### src/hdl/mma_pkg.sv
// Shared widths and default sizes for the multichannel moving average.
// No dependencies; imported by mma_divider and multichannel_moving_average.
package mma_pkg;

    // Fixed field widths
    localparam int CH_W      = 3;
    localparam int SAMPLE_W  = 16;
    localparam int SUM_W     = 20;
    localparam int CFG_W     = 5;
    localparam int CFG_IDX_W = 3;
    localparam int REG_COUNT = 8;

    // Default sizes
    localparam int DEF_CHANNELS   = 8;
    localparam int DEF_MAX_WINDOW = 16;

endpackage

### src/hdl/mma_divider.sv
// Serial restoring divider: one quotient bit per cycle over a SUM_W-bit dividend.
// Depends on mma_pkg for the dividend width.
module mma_divider #(
    parameter int DIVISOR_W = 5
) (
    input  logic                        clk,
    input  logic                        rst_n,
    input  logic                        start,
    input  logic [mma_pkg::SUM_W-1:0]   dividend,
    input  logic [DIVISOR_W-1:0]        divisor,
    output logic                        done,
    output logic [mma_pkg::SUM_W-1:0]   quotient
);
    import mma_pkg::*;

    localparam int STEP_W = $clog2(SUM_W + 1);

    logic                 busy_reg;
    logic [STEP_W-1:0]    step_reg;
    logic                 done_reg;
    logic [DIVISOR_W-1:0] dvs_reg;
    logic [DIVISOR_W-1:0] rem_reg;
    logic [SUM_W-1:0]     quo_reg;

    logic [DIVISOR_W:0]   shifted;
    logic                 fits;

    // Shift one dividend bit into the remainder and trial-subtract
    assign shifted = {rem_reg, quo_reg[SUM_W-1]};
    assign fits    = (shifted >= {1'b0, dvs_reg});

    // Sequence control
    always_ff @(posedge clk or negedge rst_n)
    begin
        if (!rst_n)
        begin
            busy_reg <= 1'b0;
            step_reg <= '0;
            done_reg <= 1'b0;
        end
        else
        begin
            done_reg <= busy_reg && (step_reg == STEP_W'(1));
            if (start && !busy_reg)
            begin
                busy_reg <= 1'b1;
                step_reg <= STEP_W'(SUM_W);
            end
            else if (busy_reg)
            begin
                step_reg <= step_reg - STEP_W'(1);
                if (step_reg == STEP_W'(1))
                    busy_reg <= 1'b0;
            end
        end
    end

    // Datapath: remainder and quotient shift register
    always_ff @(posedge clk)
    begin
        if (start && !busy_reg)
        begin
            dvs_reg <= divisor;
            rem_reg <= '0;
            quo_reg <= dividend;
        end
        else if (busy_reg)
        begin
            if (fits)
                rem_reg <= DIVISOR_W'(shifted - {1'b0, dvs_reg});
            else
                rem_reg <= shifted[DIVISOR_W-1:0];
            quo_reg <= {quo_reg[SUM_W-2:0], fits};
        end
    end

    assign done     = done_reg;
    assign quotient = quo_reg;

endmodule

### src/hdl/multichannel_moving_average.sv
// Multichannel moving average: per-channel sliding-window mean of 16-bit samples.
// Depends on mma_pkg and mma_divider.
//
// Usage:
//   Input channel (sample_valid/sample_ready) carries channel and sample.
//   Output channel (result_valid/result_ready) carries channel_out, average
//   and window_full, one result transaction per input transaction whose
//   channel is below CHANNELS; other channels are taken and dropped.
//   Configuration: cfg_we with cfg_index/cfg_data writes window_len_<index>,
//   clamped to 1..MAX_WINDOW; the write empties that channel's window.
// Sequence:
//   An item passes from acceptance to a valid result through a ring read,
//   a sum update, the serial divider (one quotient bit at a time), a step to
//   see the divider finish and the load of the output register. sample_ready
//   returns high as the result turns valid, so no new item is taken before then.
// Reset and stall:
//   Reset sets every window length to 1 and empties every window; no clearing
//   pass is needed since unfilled ring slots read as zero via the held count.
//   The result sits in an output register; a new input transaction is taken
//   while it waits, and the next result holds in the sequencer until the
//   register is free.
module multichannel_moving_average #(
    parameter int CHANNELS   = mma_pkg::DEF_CHANNELS,
    parameter int MAX_WINDOW = mma_pkg::DEF_MAX_WINDOW
) (
    input  logic                            clk,
    input  logic                            rst_n,
    input  logic                            sample_valid,
    output logic                            sample_ready,
    input  logic [mma_pkg::CH_W-1:0]        channel,
    input  logic [mma_pkg::SAMPLE_W-1:0]    sample,
    output logic                            result_valid,
    input  logic                            result_ready,
    output logic [mma_pkg::CH_W-1:0]        channel_out,
    output logic [mma_pkg::SAMPLE_W-1:0]    average,
    output logic                            window_full,
    input  logic                            cfg_we,
    input  logic [mma_pkg::CFG_IDX_W-1:0]   cfg_index,
    input  logic [mma_pkg::CFG_W-1:0]       cfg_data
);
    import mma_pkg::*;

    localparam int CH_IDX_W = (CHANNELS > 1) ? $clog2(CHANNELS) : 1;
    localparam int CNT_W    = $clog2(MAX_WINDOW + 1);
    localparam int HEAD_W   = (MAX_WINDOW > 1) ? $clog2(MAX_WINDOW) : 1;
    localparam int DEPTH    = CHANNELS * MAX_WINDOW;
    localparam int ADDR_W   = (DEPTH > 1) ? $clog2(DEPTH) : 1;
    localparam int LEN_W    = (CFG_W > CNT_W) ? CFG_W : CNT_W;

    localparam logic [2:0] S_IDLE   = 3'd0;
    localparam logic [2:0] S_READ   = 3'd1;
    localparam logic [2:0] S_UPDATE = 3'd2;
    localparam logic [2:0] S_DIV    = 3'd3;
    localparam logic [2:0] S_DONE   = 3'd4;

    logic [2:0]            state_reg;
    logic [2:0]            state_next;
    logic [CH_IDX_W-1:0]   ch_reg;
    logic [SAMPLE_W-1:0]   smp_reg;
    logic                  full_reg;

    logic [CNT_W-1:0]      win_reg  [CHANNELS];
    logic [SUM_W-1:0]      sum_reg  [CHANNELS];
    logic [HEAD_W-1:0]     head_reg [CHANNELS];
    logic [CNT_W-1:0]      cnt_reg  [CHANNELS];

    logic [SAMPLE_W-1:0]   ring_mem [DEPTH];
    logic [SAMPLE_W-1:0]   rd_data_reg;

    logic                  result_valid_reg;
    logic [CH_W-1:0]       channel_out_reg;
    logic [SAMPLE_W-1:0]   average_reg;
    logic                  window_full_reg;

    logic                  in_fire;
    logic                  ch_ok;
    logic                  load_out;
    logic                  cfg_hit;
    logic [CH_IDX_W-1:0]   cfg_ch;
    logic [LEN_W-1:0]      cfg_len;
    logic [ADDR_W-1:0]     mem_addr;

    logic [CNT_W-1:0]      cur_win;
    logic [CNT_W-1:0]      cur_cnt;
    logic [HEAD_W-1:0]     cur_head;
    logic [SUM_W-1:0]      cur_sum;
    logic [SAMPLE_W-1:0]   old_smp;
    logic [SUM_W-1:0]      new_sum;
    logic [CNT_W-1:0]      new_cnt;
    logic [HEAD_W-1:0]     new_head;

    logic                  div_start;
    logic                  div_done;
    logic [SUM_W-1:0]      div_quot;

    // Handshake decode
    assign sample_ready = (state_reg == S_IDLE);
    assign in_fire      = sample_valid && sample_ready;
    assign ch_ok        = ({1'b0, channel} < (CH_W + 1)'(CHANNELS));
    assign load_out     = (state_reg == S_DONE) && (!result_valid_reg || result_ready);
    assign div_start    = (state_reg == S_UPDATE);

    // Clamp the written window length to 1..MAX_WINDOW
    assign cfg_hit = cfg_we && ({1'b0, cfg_index} < (CFG_IDX_W + 1)'(CHANNELS));
    assign cfg_ch  = cfg_index[CH_IDX_W-1:0];
    always_comb
    begin
        cfg_len = LEN_W'(cfg_data);
        if (cfg_len == '0)
            cfg_len = LEN_W'(1);
        else if (cfg_len > LEN_W'(MAX_WINDOW))
            cfg_len = LEN_W'(MAX_WINDOW);
    end

    // Per-channel view of the item in work
    assign cur_win  = win_reg[ch_reg];
    assign cur_cnt  = cnt_reg[ch_reg];
    assign cur_head = head_reg[ch_reg];
    assign cur_sum  = sum_reg[ch_reg];
    assign mem_addr = ADDR_W'(ch_reg) * ADDR_W'(MAX_WINDOW) + ADDR_W'(cur_head);

    // Drop the oldest sample only once the window has filled; unfilled slots are zero
    always_comb
    begin
        old_smp = (cur_cnt == cur_win) ? rd_data_reg : '0;
        new_sum = cur_sum - SUM_W'(old_smp) + SUM_W'(smp_reg);
        new_cnt = (cur_cnt < cur_win) ? cur_cnt + CNT_W'(1) : cur_cnt;
        if (CNT_W'(cur_head) + CNT_W'(1) == cur_win)
            new_head = '0;
        else
            new_head = cur_head + HEAD_W'(1);
    end

    // Sequencer
    always_comb
    begin
        state_next = state_reg;
        unique case (state_reg)
            S_IDLE:
            begin
                if (in_fire && ch_ok)
                    state_next = S_READ;
            end
            S_READ:   state_next = S_UPDATE;
            S_UPDATE: state_next = S_DIV;
            S_DIV:
            begin
                if (div_done)
                    state_next = S_DONE;
            end
            S_DONE:
            begin
                if (load_out)
                    state_next = S_IDLE;
            end
            default:  state_next = S_IDLE;
        endcase
    end

    always_ff @(posedge clk or negedge rst_n)
    begin
        if (!rst_n)
            state_reg <= S_IDLE;
        else
            state_reg <= state_next;
    end

    // Capture the accepted transaction
    always_ff @(posedge clk)
    begin
        if (in_fire)
        begin
            ch_reg  <= channel[CH_IDX_W-1:0];
            smp_reg <= sample;
        end
        if (state_reg == S_UPDATE)
            full_reg <= (new_cnt == cur_win);
    end

    // Sample ring: read the oldest slot, then overwrite it
    always_ff @(posedge clk)
    begin
        if (state_reg == S_READ)
            rd_data_reg <= ring_mem[mem_addr];
        if (state_reg == S_UPDATE)
            ring_mem[mem_addr] <= smp_reg;
    end

    // Per-channel window state: config write empties, an item advances
    always_ff @(posedge clk or negedge rst_n)
    begin
        if (!rst_n)
        begin
            for (int i = 0; i < CHANNELS; i++)
            begin
                win_reg[i]  <= CNT_W'(1);
                sum_reg[i]  <= '0;
                head_reg[i] <= '0;
                cnt_reg[i]  <= '0;
            end
        end
        else
        begin
            for (int i = 0; i < CHANNELS; i++)
            begin
                if (cfg_hit && (cfg_ch == CH_IDX_W'(i)))
                begin
                    win_reg[i]  <= CNT_W'(cfg_len);
                    sum_reg[i]  <= '0;
                    head_reg[i] <= '0;
                    cnt_reg[i]  <= '0;
                end
                else if ((state_reg == S_UPDATE) && (ch_reg == CH_IDX_W'(i)))
                begin
                    sum_reg[i]  <= new_sum;
                    head_reg[i] <= new_head;
                    cnt_reg[i]  <= new_cnt;
                end
            end
        end
    end

    // Divide the new sum by the held count
    mma_divider #(
        .DIVISOR_W (CNT_W)
    ) u_divider (
        .clk      (clk),
        .rst_n    (rst_n),
        .start    (div_start),
        .dividend (new_sum),
        .divisor  (new_cnt),
        .done     (div_done),
        .quotient (div_quot)
    );

    // Output register: hold the result until the receiver takes it
    always_ff @(posedge clk or negedge rst_n)
    begin
        if (!rst_n)
            result_valid_reg <= 1'b0;
        else if (load_out)
            result_valid_reg <= 1'b1;
        else if (result_ready)
            result_valid_reg <= 1'b0;
    end

    always_ff @(posedge clk)
    begin
        if (load_out)
        begin
            channel_out_reg <= CH_W'(ch_reg);
            average_reg     <= div_quot[SAMPLE_W-1:0];
            window_full_reg <= full_reg;
        end
    end

    assign result_valid = result_valid_reg;
    assign channel_out  = channel_out_reg;
    assign average      = average_reg;
    assign window_full  = window_full_reg;

endmodule
### config.mk
export PLATFORM = sky130hd
export DESIGN_NAME = multichannel_moving_average
export DESIGN_NICKNAME = d
export VERILOG_FILES = /design/src/hdl/mma_pkg.sv /design/src/hdl/mma_divider.sv /design/src/hdl/multichannel_moving_average.sv
export SDC_FILE = /design/constraint.sdc
export NUM_CORES = 2
export LEC_CHECK = 0
export BUFFER_PORTS_ARGS = -buffer_cell sky130_fd_sc_hd__buf_2
export CAP_MARGIN = 20
export CORE_MARGIN = 3
export CORE_UTILIZATION = 60
export CTS_CLUSTER_SIZE = 24
export DETAILED_ROUTE_END_ITERATION = 6
export PLACE_DENSITY = 0.76
export REMOVE_ABC_BUFFERS = 1
export SYNTH_ARGS = -nofsm -noshare
export SYNTH_HDL_FRONTEND = slang
export SYNTH_SLANG_ARGS = --single-unit
### constraint.sdc
create_clock -name clk -period 16.2 [get_ports clk]
set_input_delay 3.24 -clock clk [delete_from_list [all_inputs] [get_ports clk]]
set_output_delay 3.24 -clock clk [all_outputs]
set_load 0.01 [all_outputs]
==> metrics.yaml <==
power:
  powerDensity_mw_per_mm2: 142
  power_mw: 15.2
  seqPwrFrac: 0.473
  clockPowerShare: 0.347
  power_frac_comb: 0.180
  switchingPower_mw: 4.36
  p_sw_frac: 0.288
  vdd_ir_drop_max_mv: 0.130
  p_leak_nw: 35.9
  p_int_mw: 10.8
detailed_routing:
  vias: 60900
  ant_nets: 0
  drt_wl_total_microns: 281000
  drtPass1Iterations: 7
  drt_iter0_markers: 10500
  wl_per_cell_microns: 33.0
  drc: 0
  vias_per_cell: 7.14
timing:
  grt_setup_unrepaired: "false"
  max_freq_ghz: 0.146
  worst_slew_pin_slew_ns: 1.23
  period_share: 0.423
  drv_slew: 0
  hold_ws_ns: 0.446
  finalHoldViolCount: 0
  min_period_ns: 6.85
  setup_violations: 0
  relSlewSlack: 0.180
  skew_ns: 0.0848
clocking:
  cts_made_buffers: 225
  cts_tree: "done"
  clk_pin_slew_ns: 0.06
  postCtsResizedCells: 0
  clock_latency_ns: 0.89
  cts_hold_buf: 0
  clock_path_buffers: 3
  cts_max_level: 4
  post_cts_buffers: 0
  cts_root_buf: "clkbuf_16"
  cts_sinks: 2417
setup_path:
  crit_path_frequent_cell: "buf_4"
  criticalPathCategory: "register to register"
  cp_cell_sequence: "buf_4 > buf_4 > nand2b_1 > nor3_1 > a21o_4 > buf_4 > nor2_4 > buf_4 > buf_4 > a22oi_1 > and4b_1 > nor4b_1 > a21oi_1 > nand3_1"
  path_buf_inv: 5
  r2r-start: "ch_reg[1]"
  end_kind: "register"
  required_ns: 16.93
  startpoint_type: "register"
  crit_slowest_cell: "nor4b_1"
  crit_start: "ch_reg[1]"
  critical_path.top_delay_family: "buffers and inverters"
  path_max_fanout: 55
  cp_slowest_stage_delay_ns: 0.94
  worstPathArrival_ns: 7.58
placement:
  placed_area_sq_mm: 0.0993
  io_buffers: 53
  hpwl_microns: 162000
  gp_congestion: 0.947
  place_inst: 8103
yosys:
  ys_ff_latch: 2417
  seq_area_frac_synth: 0.739
  netlist-cell-type-count: 83
  synth_top_flop_cell: "edfxtp_1"
  async_reset_ff_frac: 0.117
  synth-edff-count: 2129
  synth_area_per_cell_sq_um: 15.6
  syn_inst: 6175
  ys_warn_count: 0
  syn_area_sq_mm: 0.0962
grt:
  first_global_vias: 58800
  track_usage: 0.339
  grt_antenna_before_repair: 15
  grt_overflow: 0
  grt_max_degree: 150
  grt_pass1_wl_microns: 404000
layout:
  nets: 6347
  largest_reg_flops: 2048
  postLayoutCellArea_sq_mm: 0.107
  final_util: 0.672
  layout-drive-gt1-share: 0.136
  stdcell_count: 8532
  syn_to_final_growth_pct: 11.0
floorplan:
  ios: 54
  initial_utilization: 0.605
  core_area_sq_mm: 0.159
  die-area_sq_mm: 0.165
  die_x_microns: 406
  die_h_microns: 406
  placementRows: 146
outcome:
  status: "completed"
hold_path:
  min_from: "u_divider.quotient[5]"
  min_path_type: "register to register"
flow_run:
  maxCapViolCount: 0
## per-layer routing
layer / up-vias / GRT usage / routed length (microns)
li1: 24700 / - / -
met1: 30200 / 0.456 / 97500
met2: 4973 / 0.506 / 126000
met3: 954 / 0.0952 / 39900
met4: 16 / 0.185 / 17900
met5: - / 0 / 99
## placed cells by master (no fill, tap or decap), types with 119 or more instances in the layout
master,netlist,routed
a21oi_1,371,370
o21ai_0,151,151
o2bb2ai_1,119,119
dfrtp_1,275,275
a22o_1,209,209
clkbuf_16,0,227
buf_4,21,238
mux2i_1,185,185
edfxtp_1,2129,2129
a22oi_1,193,193
nand2_1,524,521
a221oi_1,222,222
nor2_1,195,168
## through the flow
step,worst slack (ns),TNS (ns)
detailed placement,9.36,0
CTS,9.29,0
finish,9.35,0
floorplan,-11.00,-3716.83
global route,8.76,0
global placement,9.50,0
## worst reg2reg max path, delay by kind of cell, from the launching register on
| family | cells | cell delay, ns |
|---|---|---|
| flip-flops | 1 | 0.32 |
| buffers and inverters | 5 | 3.17 |
| AO/OA/AOI/OAI | 3 | 0.92 |
| AND/OR/NAND/NOR | 6 | 2.30 |
## power groups by stage
| stage | clock [mW] | sequential [mW] | combinational [mW] |
|---|---|---|---|
| floorplan | 0 | 7.23 | 1.76 |
| global placement | 0 | 7.28 | 2.58 |
| detailed placement | 0 | 7.29 | 2.64 |
| CTS | 5.27 | 7.17 | 2.66 |
| global route | 5.53 | 7.20 | 2.90 |
| finish | 5.26 | 7.18 | 2.73 |
## Yosys cell counts (all sizes together), types with 119 or more instances
cell type,number,area share
o2bb2ai,119,0.011
dfrtp,275,0.072
mux2i,186,0.019
a221oi,222,0.020
a22oi,193,0.015
buf,198,0.011
a21oi,373,0.019
clkbuf,243,0.0095
o21ai,151,0.0079
nor2,200,0.0079
edfxtp,2129,0.66
nand2,524,0.020
a22o,209,0.019
## cell families after synthesis
kind of cell,Yosys count,share of synthesized area
flops,2417,0.739
compound gates,1654,0.124
xor+xnor,35,0.00334
simple gates,1126,0.0549
fa+ha+maj,51,0.00796
buf+inv,537,0.0242
mux,355,0.0466
## final timing paths
path	end	slack [ns]	cells past startpoint
max	rd_data_reg[8]	9.35	14
min in group asynchronous	sum_reg[75]	2.47	1
min	average[5]	0.45	0
min reg2reg	average[5]	0.45	0
max reg2reg	rd_data_reg[8]	9.35	14
max in group asynchronous	sum_reg[5]	12.25	2
## final cells by class
class	instances	area, sq um
flip-flops and latches	2417	71100
fillers	10300	52100
multi-input cells	3221	23000
clock buffers	290	6000
well taps	2072	2590
repair buffers	303	2280
clock inverters	130	1350
inverters	96	378
diodes	3	7.51
(Power assumes the default switching activity.)
